$ cat src/sv/lralu_pkg.sv
// Shared types, command codes and flag positions of the handheld CPU ALU.
package lralu_pkg;

  localparam int CMD_W   = 5;
  localparam int WORD_W  = 16;
  localparam int BYTE_W  = 8;
  localparam int FLAGS_W = 4;

  // Flag bit positions
  localparam int FLAG_Z = 3;
  localparam int FLAG_N = 2;
  localparam int FLAG_H = 1;
  localparam int FLAG_C = 0;

  // Decimal adjust constants
  localparam logic [9:0] DAA_LOW_FIX  = 10'h006;
  localparam logic [9:0] DAA_HIGH_FIX = 10'h060;
  localparam logic [9:0] DAA_HIGH_LIM = 10'h09F;
  localparam logic [3:0] DAA_DIGIT_MAX = 4'd9;

  typedef enum logic [CMD_W-1:0] {
    CMD_ADD    = 5'd0,
    CMD_ADC    = 5'd1,
    CMD_SUB    = 5'd2,
    CMD_SBC    = 5'd3,
    CMD_AND    = 5'd4,
    CMD_OR     = 5'd5,
    CMD_XOR    = 5'd6,
    CMD_CP     = 5'd7,
    CMD_INC    = 5'd8,
    CMD_DEC    = 5'd9,
    CMD_ADD16  = 5'd10,
    CMD_SUB16  = 5'd11,
    CMD_INC16  = 5'd12,
    CMD_DEC16  = 5'd13,
    CMD_CPL    = 5'd14,
    CMD_CCF    = 5'd15,
    CMD_SCF    = 5'd16,
    CMD_DAA    = 5'd17,
    CMD_RLC    = 5'd18,
    CMD_RRC    = 5'd19,
    CMD_RL     = 5'd20,
    CMD_RR     = 5'd21,
    CMD_SLA    = 5'd22,
    CMD_SRA    = 5'd23,
    CMD_SRL    = 5'd24,
    CMD_SWAP   = 5'd25,
    CMD_BIT    = 5'd26,
    CMD_SET    = 5'd27,
    CMD_RES    = 5'd28,
    CMD_SP_OFS = 5'd29
  } cmd_t;

  typedef struct packed {
    logic [CMD_W-1:0]   command;
    logic [WORD_W-1:0]  operand_a;
    logic [WORD_W-1:0]  operand_b;
    logic [FLAGS_W-1:0] flags_in;
    logic               accumulator_form;
  } alu_in_t;

  typedef struct packed {
    logic [WORD_W-1:0]  result;
    logic [FLAGS_W-1:0] flags_out;
  } alu_out_t;

endpackage

$ cat src/sv/lralu_exec.sv
// Single-pass operation logic: result word and new flags for one command.
module lralu_exec (
  input  lralu_pkg::alu_in_t  op,
  output lralu_pkg::alu_out_t res
);

  logic [7:0]  a;
  logic [7:0]  b;
  logic [15:0] wa;
  logic [15:0] wb;
  logic [3:0]  fi;
  logic        cin;
  logic        cuse;
  logic [8:0]  sum8;
  logic [4:0]  sum4;
  logic [8:0]  dif8;
  logic [4:0]  dif4;
  logic [16:0] sum16;
  logic [12:0] sum12;
  logic [16:0] dif16;
  logic [15:0] ofs;
  logic [7:0]  mask;
  logic [9:0]  daa_t1;
  logic [9:0]  daa_t2;
  logic        daa_c;
  logic [15:0] r;
  logic [3:0]  f;
  logic        zsel;

  assign a    = op.operand_a[7:0];
  assign b    = op.operand_b[7:0];
  assign wa   = op.operand_a;
  assign wb   = op.operand_b;
  assign fi   = op.flags_in;
  assign cin  = op.flags_in[lralu_pkg::FLAG_C];
  assign cuse = ((op.command == lralu_pkg::CMD_ADC) || (op.command == lralu_pkg::CMD_SBC))
                ? cin : 1'b0;

  assign sum8  = {1'b0, a} + {1'b0, b} + {8'd0, cuse};
  assign sum4  = {1'b0, a[3:0]} + {1'b0, b[3:0]} + {4'd0, cuse};
  assign dif8  = {1'b0, a} - {1'b0, b} - {8'd0, cuse};
  assign dif4  = {1'b0, a[3:0]} - {1'b0, b[3:0]} - {4'd0, cuse};
  assign sum16 = {1'b0, wa} + {1'b0, wb};
  assign sum12 = {1'b0, wa[11:0]} + {1'b0, wb[11:0]};
  assign dif16 = {1'b0, wa} - {1'b0, wb};
  assign ofs   = {{8{b[7]}}, b};
  assign mask  = 8'd1 << b[2:0];

  // Decimal adjust: add path may carry into bit 8, subtract path wraps in a byte
  always_comb begin
    daa_c = cin;
    if (!fi[lralu_pkg::FLAG_N]) begin
      daa_t1 = {2'b00, a};
      if (fi[lralu_pkg::FLAG_H] || (a[3:0] > lralu_pkg::DAA_DIGIT_MAX)) begin
        daa_t1 = daa_t1 + lralu_pkg::DAA_LOW_FIX;
      end
      daa_t2 = daa_t1;
      if (cin || (daa_t1 > lralu_pkg::DAA_HIGH_LIM)) begin
        daa_t2 = daa_t1 + lralu_pkg::DAA_HIGH_FIX;
        daa_c  = 1'b1;
      end
    end else begin
      daa_t1 = {2'b00, a};
      if (fi[lralu_pkg::FLAG_H]) begin
        daa_t1 = {2'b00, daa_t1[7:0] - lralu_pkg::DAA_LOW_FIX[7:0]};
      end
      daa_t2 = daa_t1;
      if (cin) begin
        daa_t2 = daa_t1 - lralu_pkg::DAA_HIGH_FIX;
      end
    end
  end

  always_comb begin
    r    = '0;
    f    = fi;
    zsel = 1'b0;
    unique case (op.command) inside
      lralu_pkg::CMD_ADD, lralu_pkg::CMD_ADC: begin
        r    = {8'd0, sum8[7:0]};
        f    = {1'b0, 1'b0, sum4[4], sum8[8]};
        zsel = 1'b1;
      end
      lralu_pkg::CMD_SUB, lralu_pkg::CMD_SBC, lralu_pkg::CMD_CP: begin
        r    = {8'd0, dif8[7:0]};
        f    = {1'b0, 1'b1, dif4[4], dif8[8]};
        zsel = 1'b1;
      end
      lralu_pkg::CMD_AND: begin
        r    = {8'd0, a & b};
        f    = 4'b0010;
        zsel = 1'b1;
      end
      lralu_pkg::CMD_OR: begin
        r    = {8'd0, a | b};
        f    = 4'b0000;
        zsel = 1'b1;
      end
      lralu_pkg::CMD_XOR: begin
        r    = {8'd0, a ^ b};
        f    = 4'b0000;
        zsel = 1'b1;
      end
      lralu_pkg::CMD_INC: begin
        r    = {8'd0, sum8[7:0]};
        f    = {1'b0, 1'b0, sum4[4], cin};
        zsel = 1'b1;
      end
      lralu_pkg::CMD_DEC: begin
        r    = {8'd0, dif8[7:0]};
        f    = {1'b0, 1'b1, dif4[4], cin};
        zsel = 1'b1;
      end
      lralu_pkg::CMD_ADD16: begin
        r = sum16[15:0];
        f = {fi[lralu_pkg::FLAG_Z], 1'b0, sum12[12], sum16[16]};
      end
      lralu_pkg::CMD_SUB16: begin
        r = dif16[15:0];
        f = {fi[3:1], dif16[16]};
      end
      lralu_pkg::CMD_INC16: r = sum16[15:0];
      lralu_pkg::CMD_DEC16: r = dif16[15:0];
      lralu_pkg::CMD_CPL: begin
        r = {8'd0, ~a};
        f = fi | 4'b0110;
      end
      lralu_pkg::CMD_CCF: f = {fi[lralu_pkg::FLAG_Z], 1'b0, 1'b0, ~cin};
      lralu_pkg::CMD_SCF: f = {fi[lralu_pkg::FLAG_Z], 1'b0, 1'b0, 1'b1};
      lralu_pkg::CMD_DAA: begin
        r    = {8'd0, daa_t2[7:0]};
        f    = {1'b0, fi[lralu_pkg::FLAG_N], 1'b0, daa_c};
        zsel = 1'b1;
      end
      lralu_pkg::CMD_RLC: begin
        r    = {8'd0, a[6:0], a[7]};
        f    = {1'b0, 1'b0, 1'b0, a[7]};
        zsel = !op.accumulator_form;
      end
      lralu_pkg::CMD_RRC: begin
        r    = {8'd0, a[0], a[7:1]};
        f    = {1'b0, 1'b0, 1'b0, a[0]};
        zsel = !op.accumulator_form;
      end
      lralu_pkg::CMD_RL: begin
        r    = {8'd0, a[6:0], cin};
        f    = {1'b0, 1'b0, 1'b0, a[7]};
        zsel = !op.accumulator_form;
      end
      lralu_pkg::CMD_RR: begin
        r    = {8'd0, cin, a[7:1]};
        f    = {1'b0, 1'b0, 1'b0, a[0]};
        zsel = !op.accumulator_form;
      end
      lralu_pkg::CMD_SLA: begin
        r    = {8'd0, a[6:0], 1'b0};
        f    = {1'b0, 1'b0, 1'b0, a[7]};
        zsel = 1'b1;
      end
      lralu_pkg::CMD_SRA: begin
        r    = {8'd0, a[7], a[7:1]};
        f    = {1'b0, 1'b0, 1'b0, a[0]};
        zsel = 1'b1;
      end
      lralu_pkg::CMD_SRL: begin
        r    = {8'd0, 1'b0, a[7:1]};
        f    = {1'b0, 1'b0, 1'b0, a[0]};
        zsel = 1'b1;
      end
      lralu_pkg::CMD_SWAP: begin
        r    = {8'd0, a[3:0], a[7:4]};
        f    = 4'b0000;
        zsel = 1'b1;
      end
      lralu_pkg::CMD_BIT: begin
        r    = {8'd0, a & mask};
        f    = {1'b0, 1'b0, 1'b1, cin};
        zsel = 1'b1;
      end
      lralu_pkg::CMD_SET: r = {8'd0, a | mask};
      lralu_pkg::CMD_RES: r = {8'd0, a & ~mask};
      lralu_pkg::CMD_SP_OFS: begin
        // carries come from the unsigned low-byte add, not the signed sum
        r = wa + ofs;
        f = {1'b0, 1'b0, sum4[4], sum8[8]};
      end
      default: begin
        r = '0;
        f = fi;
      end
    endcase
    if (zsel) begin
      f[lralu_pkg::FLAG_Z] = (r[7:0] == 8'd0);
    end
  end

  assign res.result    = r;
  assign res.flags_out = f;

endmodule

$ cat src/sv/eight_bit_cpu_alu_with_flags_core.sv
// Top level of the handheld CPU ALU: input register, operation logic, result register.
//
// Input channel: in_valid with command, operand_a, operand_b, flags_in and
// accumulator_form; the item transfers at a clock edge with in_valid high and
// in_stall low. Output channel: out_valid with result and flags_out; a result
// transfers at an edge with out_valid high and out_stall low.
// Every command yields exactly one result, in order of arrival.
// Each item goes from the input register through the operation logic into the
// result register, and transfers out from there.
// Throughput: one item per cycle while the receiver keeps out_stall low; the
// rate is set by the single-pass operation logic between the two registers.
// Reset (rst, synchronous, active high) empties both registers; no result is
// presented until new items arrive.
// When the receiver stalls, the result register holds its value, the input
// register holds the next item, and in_stall rises once both are occupied.
// Up to two items can sit in the block during a stall.
module eight_bit_cpu_alu_with_flags_core (
  input  logic                            clk,
  input  logic                            rst,
  input  logic                            in_valid,
  output logic                            in_stall,
  input  logic [lralu_pkg::CMD_W-1:0]     command,
  input  logic [lralu_pkg::WORD_W-1:0]    operand_a,
  input  logic [lralu_pkg::WORD_W-1:0]    operand_b,
  input  logic [lralu_pkg::FLAGS_W-1:0]   flags_in,
  input  logic                            accumulator_form,
  output logic                            out_valid,
  input  logic                            out_stall,
  output logic [lralu_pkg::WORD_W-1:0]    result,
  output logic [lralu_pkg::FLAGS_W-1:0]   flags_out
);

  lralu_pkg::alu_in_t  stage_in;
  logic                stage_valid;
  lralu_pkg::alu_out_t exec_res;
  lralu_pkg::alu_out_t out_reg;
  logic                out_reg_valid;
  logic                advance;
  logic                in_xfer;

  // Move the held item forward whenever the result register is free or draining
  assign advance  = !out_reg_valid || !out_stall;
  assign in_stall = stage_valid && !advance;
  assign in_xfer  = in_valid && !in_stall;

  always_ff @(posedge clk) begin
    if (rst) begin
      stage_valid <= 1'b0;
    end else if (!stage_valid || advance) begin
      stage_valid <= in_valid;
    end
  end

  always_ff @(posedge clk) begin
    if (in_xfer) begin
      stage_in.command          <= command;
      stage_in.operand_a        <= operand_a;
      stage_in.operand_b        <= operand_b;
      stage_in.flags_in         <= flags_in;
      stage_in.accumulator_form <= accumulator_form;
    end
  end

  lralu_exec u_exec (
    .op  (stage_in),
    .res (exec_res)
  );

  always_ff @(posedge clk) begin
    if (rst) begin
      out_reg_valid <= 1'b0;
    end else if (advance) begin
      out_reg_valid <= stage_valid;
    end
  end

  always_ff @(posedge clk) begin
    if (advance && stage_valid) begin
      out_reg <= exec_res;
    end
  end

  assign out_valid = out_reg_valid;
  assign result    = out_reg.result;
  assign flags_out = out_reg.flags_out;

  a_stall_needs_item: assert property (@(posedge clk) disable iff (rst)
    in_stall |-> (stage_valid && out_reg_valid))
    else $error("input stalled without both registers occupied");

  a_xfer_fills_stage: assert property (@(posedge clk) disable iff (rst)
    in_xfer |=> stage_valid)
    else $error("input transfer did not fill the input register");

  a_stage_holds: assert property (@(posedge clk) disable iff (rst)
    (stage_valid && !advance) |=> (stage_valid && $stable(stage_in)))
    else $error("held item changed while blocked");

  a_advance_fills_out: assert property (@(posedge clk) disable iff (rst)
    (stage_valid && advance) |=> (out_reg_valid && (out_reg == $past(exec_res))))
    else $error("result register did not capture the advancing item");

endmodule

$ cat config.mk
export PLATFORM = sky130hd
export DESIGN_NAME = eight_bit_cpu_alu_with_flags_core
export DESIGN_NICKNAME = d
export VERILOG_FILES = /design/src/sv/lralu_pkg.sv /design/src/sv/lralu_exec.sv /design/src/sv/eight_bit_cpu_alu_with_flags_core.sv
export SDC_FILE = /design/constraint.sdc
export NUM_CORES = 1
export LEC_CHECK = 0
export ABC_AREA = 1
export ABC_CLOCK_PERIOD_IN_PS = 7200
export BUFFER_PORTS_ARGS = -buffer_cell sky130_fd_sc_hd__buf_2
export CORE_ASPECT_RATIO = 0.5
export CORE_MARGIN = 8
export CORE_UTILIZATION = 47
export CTS_CLUSTER_DIAMETER = 80
export DETAILED_ROUTE_END_ITERATION = 8
export HOLD_SLACK_MARGIN = 0.02
export PLACE_DENSITY = 0.68
export SLEW_MARGIN = 15
export SYNTH_ARGS = -nofsm -noshare
export SYNTH_HDL_FRONTEND = slang
export SYNTH_SLANG_ARGS = --single-unit
$ cat constraint.sdc
create_clock -name clk -period 7.2 [get_ports clk]
set_input_delay 0 -clock clk [delete_from_list [all_inputs] [get_ports clk]]
set_output_delay 0 -clock clk [all_outputs]
set_load 0.01 [all_outputs]
==> results of run 1 <==
==> cells in the mapped netlist, types with 2 or more instances <==
cell type  instances  area [sq um]
nand3_1          121           606
buf_6              5          56.3
nand2_1          289          1080
nand3_4            3          52.6
o2111ai_1          5          43.8
nand3_2            6          60.1
o21ai_1            4          20.0
fa_1               6           120
nor3_1            17          85.1
nor2_2             6          37.5
o21ai_0           60           300
xor2_1            10          87.6
o21a_1             2          15.0
clkbuf_1           7          26.3
nand4_1           15          93.8
a31oi_1            3          18.8
o211ai_1           6          45.0
nand2_4            2          22.5
nor2_1            83           312
a21o_1             5          37.5
ha_1              57           713
nor2_4             3          33.8
clkinv_1           3          11.3
nor4_1             2          12.5
buf_4              6          45.0
a21oi_1           68           340
dfxtp_1            2          40.0
buf_2              6          30.0
inv_1            123           462
a21boi_0           2          15.0
a21oi_2            2          17.5
edfxtp_1          62          1860
or2_2              9          56.3
xnor2_1            4          35.0
o22ai_1            3          18.8
inv_2              3          11.3
o21bai_1           4          30.0
nand2_2            7          43.8
nand3b_1           2          15.0
==> flip-flops by register name (all words and copies together), names as in the netlist <==
register and cells:
result 16, stage_valid 1, out_valid 1, stage_in 42, flags_out 4
==> how the worst min path moves through the flow <==
stage | end | depth (start not counted) | slack (ns)
after floorplan | out_valid | 1 | 0.07
after global placement | out_valid | 2 | 0.17
after detailed placement | out_valid | 2 | 0.17
after CTS | result[8] | 2 | 0.03
after global routing | result[10] | 2 | 0.05
final | result[9] | 2 | 0.04
==> cell families after synthesis <==
group,share of synthesized area [%]
xor+xnor,1.75
simple gates,36.5
fa+ha+maj,11.9
compound gates,13.4
flops,27.2
buf+inv,9.33
==> through the flow <==
stage | hold slack (ns) | area [sq um] | utilization, % | setup slack [ns]
after floorplan | 0.0691 | 7000 | - | 4.00
after global placement | 0.174 | 7440 | 51.3 | 3.48
after detailed placement | 0.175 | 7440 | 51.3 | 3.41
after CTS | 0.0293 | 8180 | 56.4 | 3.39
after global routing | 0.0510 | 8180 | 56.4 | 3.10
final | 0.0395 | 8180 | 56.4 | 3.28
==> critical path: cells and delay by family (launching register included) <==
kind | cells | cell delay [ns]
and+or+nand+nor | 10 | 1.85
adders and majority gates | 2 | 0.90
DFF | 1 | 0.73
AOI/OAI and AO/OA | 1 | 0.19
buffers and inverters | 1 | 0.13
==> power breakdown <==
part	switching (W)	internal, W	total [W]
clock network	0.000178	0.000278	0.000456
registers	0.0000346	0.000440	0.000474
logic	0.000293	0.000151	0.000444
==> layer usage <==
metal  vias up  share of wire (%)
met5         -                  0
met4         0                1.9
met3        52                 12
met2       421                 42
met1      3555                 44
li1       3653                  -
==> final cells by class <==
class / instances / area (sq um) / share of cell area [%]
clock buffers: 13 / 250 / 3.06
well taps: 198 / 248 / 3.03
flip-flops and latches: 64 / 1900 / 23.2
repair buffers: 113 / 793 / 9.69
inverters: 131 / 495 / 6.05
multi-input cells: 814 / 4450 / 54.4
clock inverters: 3 / 45.0 / 0.550
==> summary.md, run 1 <==
| Metric | Value |
|---|---|
| Share of layout cells above drive strength 1 | `11.2%` |
| Pwr/cell area | `around 170 mW/mm^2` |
| Placed cells | `1275` |
| Die Height | `around 100 microns` |
| I/O pin count | `between 60 and 70` |
| CTS max path bufs | `2` |
| Fill count | `1432` |
| Post-layout net count | `1242` |
| GRT Overall Usage | `between 20% and 30%` |
| Fin cells | `around 1.3k` |
| Crit. End Element | `flop` |
| Cts hold-fix bufs | `45` |
| CTS tree | `built` |
| RSZ-0062 raised after global routing | `false` |
| Hold Vio Cnt, Final | `0` |
| Die area | `0.0193 sq mm` |
| Clock slew at reported path FFs | `0.06 ns` |
| Clk_lat worst skew | `0.35 ns` |
| DR DRC count | `0` |
| Grt met3 use | `slightly below 9%` |
| Critical Path AT | `roughly 4.1 ns` |
| Synth async-reset ratio | `0%` |
| Most common cell after layout, fill and taps aside | `nand2_1` |
| CTS H-tree depth | `3` |
| Global-route wire length before repair | `40.9 mm` |
| Reg-to-reg startpoint | `stage_in[41]` |
| MaxCap Viol Count | `0` |
| Critical Path Sink | `flags_out[3]` |
| LEAKAGE | `4.00 nW` |
| Area Growth Syn to Fin | `16.9%` |
| WL final | `between 20 and 30 mm` |
| CP Cell Sequence | `nor4_1, inv_1, fa_1, fa_1, o21ai_0, nand2_1, or2_2, nand3_1, nand3_1, nor2_1, nand3_1, nor2_1, nand3_1, nand2_1` |
| Setup TNS | `0 ns` |
| Post_cts resized | `0` |
| Core box area | `0.0145 sq mm` |
| Worst Hold Class | `input port to flop` |
| N_diodes | `0` |
| Worst clock skew | `just under 0.007 ns` |
| Average size of a mapped cell | `between 6 and 7 sq um` |
| Fmax | `255 MHz` |
| ANT nets after route | `0` |
| Setup CP Type | `flop to flop` |
| Final Power | `0.00137 W` |
| Synth cell types | `49` |
| Chip width | `approximately 190 microns` |
| CP dominant cell by count | `nand3_1` |
| Placer Congestion | `1.02` |
| Yosys warns | `0` |
| First-pass DRT Iterations | `7` |
| Via count | `7681` |
| Vias in the first global route | `7138` |
| CTS buffer count | `9` |
| Sink Count | `64` |
| Initial core utilization | `48.3%` |
| Antenna violations before repair | `0` |
| HPWL after DPL | `about 21 mm` |
| Most frequent cells in the layout | `nand2_1 (289), inv_1 (122), nand3_1 (121)` |
| Postcts setup bufs | `0` |
| Seq/Total Area, Yosys | `27.2%` |
| Iteration-0 DRC Markers | `899` |
| Global route overflow | `0` |
| I/O Buffers | `67` |
| Peak VDD IR | `0.000116 V` |
| Fin crit share | `54.5%` |
| Largest net degree at the start of global routing | `43` |
| GR Util met1 | `37.2%` |
| Synthesized cell area | `0.00700 sq mm` |
| Worst hold path startpoint | `out_stall` |
| Top FF cell, synth | `edfxtp_1` |
| CP peak stage delay | `0.83 ns` |
| Clock Tree Root | `clkbuf_16` |
| Worst rel slew slack | `between 30% and 40%` |
| Post-synth EDFFs | `62` |
| Slew @ Worst Pin | `1.02 ns` |
| Crit-path max FO | `21` |
| Global routing usage on met2 | `42.1%` |
| R2R Setup Slk | `about 3.3 ns` |
| Flip-flop and latch count after synthesis | `64` |
| FF-to-FF End | `flags_out[3]` |
| CP max-delay cell | `nor4_1` |
| Most used routing layer | `met2` |
| Critical Path Source Type | `flop` |
| Vias per inst | `5.75` |
| Final Setup Violations | `0` |
| FP Rows | `31` |
| Run status | `finished, final reports clean` |
| Mapped Nets | `1142` |
| Crit path from | `stage_in[41]` |
| Depth of the worst register-to-register path | `14` |
| Cells after Synth | `1033` |
| Fin crit period | `3.92 ns` |
| Required time of the critical path | `7.42 ns` |
| Slew Viols, Final | `0` |
| Wire per inst | `20.1 microns` |
Note: power is estimated with default switching activity, not from simulation.
==> inputs of run 2 (changes only) <==
--- a/config.mk
+++ b/config.mk
@@ -5,8 +5,8 @@
 export SDC_FILE = /design/constraint.sdc
 export NUM_CORES = 1
 export LEC_CHECK = 0
-export ABC_AREA = 1
-export ABC_CLOCK_PERIOD_IN_PS = 7200
+export ABC_AREA = 0
+export ABC_CLOCK_PERIOD_IN_PS = 3800
 export BUFFER_PORTS_ARGS = -buffer_cell sky130_fd_sc_hd__buf_2
 export CORE_ASPECT_RATIO = 0.5
 export CORE_MARGIN = 8
==> constraint.sdc (replaced) <==
create_clock -name clk -period 3.8 [get_ports clk]
set_input_delay 0 -clock clk [delete_from_list [all_inputs] [get_ports clk]]
set_output_delay 0 -clock clk [all_outputs]
set_load 0.01 [all_outputs]
==> summary.md, run 2 <==
| Metric | Value |
|---|---|
| Most frequent cells after synthesis | `edfxtp_1 (62), nor2_1 (58), ha_1 (57)` |
| LEAKAGE | `3.47 nW (-13%)` |
| N_diodes | `0 (unchanged)` |
| Critical Path AT | `3.78 ns (-0.36 ns)` |
| Slew @ Worst Pin | `1.20 ns (+0.182 ns)` |
| Die area | `0.0191 sq mm (-0.86%)` |
| Wire per inst | `24.0 microns (+19%)` |
| Crit-path max FO | `3 (-86%)` |
| Clock slew at reported path FFs | `0.07 ns (about the same)` |
| Vias in the first global route | `6927 (-3.0%)` |
| Clk_lat worst skew | `0.36 ns (about the same)` |
| Most frequent cells in the layout | `buf_2 (67), edfxtp_1 (62), nor2_1 (57), ha_1 (57), a21oi_1 (55)` |
| Fmax | `272 MHz (+6.9%)` |
| Chip width | `188 microns (-0.45%)` |
| CTS H-tree depth | `3 (unchanged)` |
| Post-layout net count | `1034 (-17%)` |
| Top FF cell, synth | `edfxtp_1` |
| Hold Vio Cnt, Final | `0 (unchanged)` |
| GRT Overall Usage | `27.8% (+0.20 points)` |
| Placer Congestion | `1.05 (+2.7%)` |
| Peak VDD IR | `0.000213 V (+83%)` |
| Via count | `7245 (-5.7%)` |
| Average size of a mapped cell | `8.71 sq um (+28%)` |
| CTS max path bufs | `2 (unchanged)` |
| Vias per inst | `6.42 (+12%)` |
| I/O Buffers | `67 (unchanged)` |
| Seq/Total Area, Yosys | `27.4% (+0.27 points)` |
| Cells after Synth | `796 (-23%)` |
| Final Setup Violations | `0 (unchanged)` |
| Fin crit share | `96.6% (+42 points)` |
| Die Height | `102 microns (-0.42%)` |
| Sink Count | `64 (unchanged)` |
| Synth area leaders | `edfxtp_1 (27%), ha_1 (10%), a21oi_1 (4.0%), nor2_1 (3.1%), o21ai_0 (3.1%)` |
| Slew Viols, Final | `0 (unchanged)` |
| RSZ-0062 raised after global routing | `false` |
| Run status | `finished, final reports clean` |
| Max reg flops | `42 (unchanged)` |
| First-pass DRT Iterations | `6 (-1)` |
| Setup CP Type | `flop to flop` |
| Final Power | `0.00270 W (+97%)` |
| Largest net degree at the start of global routing | `43 (unchanged)` |
| Top cell type's share of synthesized area | `26.9% (+0.26 points)` |
| Clock Tree Root | `clkbuf_16` |
| Most common cell after layout, fill and taps aside | `buf_2` |
| Most flops, register | `stage_in` |
| MaxCap Viol Count | `0 (unchanged)` |
| ANT nets after route | `0 (unchanged)` |
| Global-route wire length before repair | `40.7 mm (-0.37%)` |
| Area Growth Syn to Fin | `22.0%` |
| Antenna violations before repair | `0 (unchanged)` |
| FP Rows | `31 (unchanged)` |
| Worst clock skew | `0.0202 ns (+0.0134 ns)` |
| CTS buffer count | `9 (unchanged)` |
| Yosys warns | `0 (unchanged)` |
| Core box area | `0.0144 sq mm (-0.53%)` |
| Global route overflow | `0 (unchanged)` |
| CTS tree | `built` |
| Depth of the worst register-to-register path | `12 (-2)` |
| I/O pin count | `68 (unchanged)` |
| Largest area contributor in the netlist | `edfxtp_1` |
| Iteration-0 DRC Markers | `863 (-4.0%)` |
| Critical Path Source Type | `flop` |
| Synth cell types | `89 (+82%)` |
| WHS Path Cells | `4 (+2)` |
| Fin crit period | `3.67 ns (-0.252 ns)` |
| Crit. End Element | `flop` |
| HPWL after DPL | `20.0 mm (-3.8%)` |
| Synthesized cell area | `0.00693 sq mm (-0.98%)` |
| Worst rel slew slack | `19.1% (-13 points)` |
| Mapped Nets | `905 (-21%)` |
| Share of layout cells above drive strength 1 | `18.3% (+7.1 points)` |
| Synth async-reset ratio | `0% (unchanged)` |
| Pwr/cell area | `320 mW/mm^2 (+90%)` |
| Most common cell in the netlist | `edfxtp_1` |
| Initial core utilization | `48.0% (-0.22 points)` |
| WL final | `27.1 mm (+0.70%)` |
| Flip-flop and latch count after synthesis | `64 (unchanged)` |
| Required time of the critical path | `3.91 ns (-3.51 ns)` |
| Worst Hold Class | `input port to flop` |
| Hold slack | `0.194 ns (+0.155 ns)` |
| DR DRC count | `0 (unchanged)` |
| Setup TNS | `0 ns (unchanged)` |
| Post-synth EDFFs | `62 (unchanged)` |
==> run 2: cell types whose count changed after synthesis, sizes merged, moves of 14 or more <==
cell	delta
nand2b	+14
o21ai	-20
xnor2	+18
inv	-76
a21oi	-15
nor2b	+22
nand2	-246
clkbuf	+17
nand3	-118
mux2i	+14
nor2	-34
==> run 2: path summary, 6_finish.rpt <==
path | endpoint | startpoint | slack, ns
worst max-delay path | flags_out[0] | stage_in[40] | 0.13
worst min-delay path | stage_valid | out_stall | 0.19
worst max register to register | flags_out[0] | stage_in[40] | 0.13
worst min register to register | stage_valid | stage_valid | 0.72
==> run 2: layer usage <==
metal / global-route usage, % / wire length (microns) / vias to the layer above
met4: 8.00 / 632 / 0
met2: 41.2 / 11000 / 452
met1: 37.8 / 12200 / 3448
met5: 0 / 0 / -
li1: - / - / 3283
met3: 9.43 / 3320 / 62
==> run 2: repair_timing <==
item                                    in CTS  in global routing
resized for setup                            0                  1
buffers inserted                             0                  0
hold buffers                                45                  0
hold endpoints to repair                    44                  0
endpoints found under the setup margin       0                  2
==> run 2: cell type report <==
class | count | area [sq um]
clock buffer | 9 | 225
clock inverter | 7 | 77.6
fill | 1307 | 5970
inverter | 53 | 199
multi-input combinational | 632 | 4630
sequential | 64 | 1900
tap | 198 | 248
timing repair buffer | 165 | 1180
==> run 2: power by group <==
part | internal [W] | switching, W | leakage [nW]
sequential | 0.000833 | 0.0000356 | 0.615
combinational | 0.000385 | 0.000563 | 2.71
clock | 0.000515 | 0.000373 | 0.147
==> run 2: logic make-up after synthesis <==
| logic type | Yosys count | share of synthesized area, % |
|---|---|---|
| multiplexers | 14 | 2.02 |
| AND/OR/NAND/NOR | 254 | 19.6 |
| adder cells (fa/ha/maj) | 63 | 12.0 |
| buffers and inverters | 100 | 6.70 |
| XOR/XNOR | 30 | 3.79 |
| AO/OA/AOI/OAI | 271 | 28.4 |
| flip-flops | 64 | 27.4 |
==> run 2: worst max-delay path, cell delays in order (launching register included) <==
cell,delay (ns)
edfxtp_1,0.39
nor2b_1,0.19
nand3_2,0.20
fa_2,0.46
fa_1,0.44
nand2b_4,0.17
a2111oi_2,0.35
nor3_1,0.12
a21o_1,0.23
a21oi_1,0.18
xnor2_1,0.16
o2111ai_1,0.16
or3_1,0.37
==> run 2: metrics by stage <==
stage | instance area (sq um) | util [%] | setup slack [ns] | std cells
after detailed placement | 7690 | 53.3 | 0.109 | 1067
final | 8460 | 58.6 | 0.129 | 1128
after global routing | 8460 | 58.6 | 0.00370 | 1128
after global placement | 7690 | 53.3 | 0.225 | 1066
after CTS | 8450 | 58.5 | 0.108 | 1128
after floorplan | 6990 | - | 0.0173 | 796
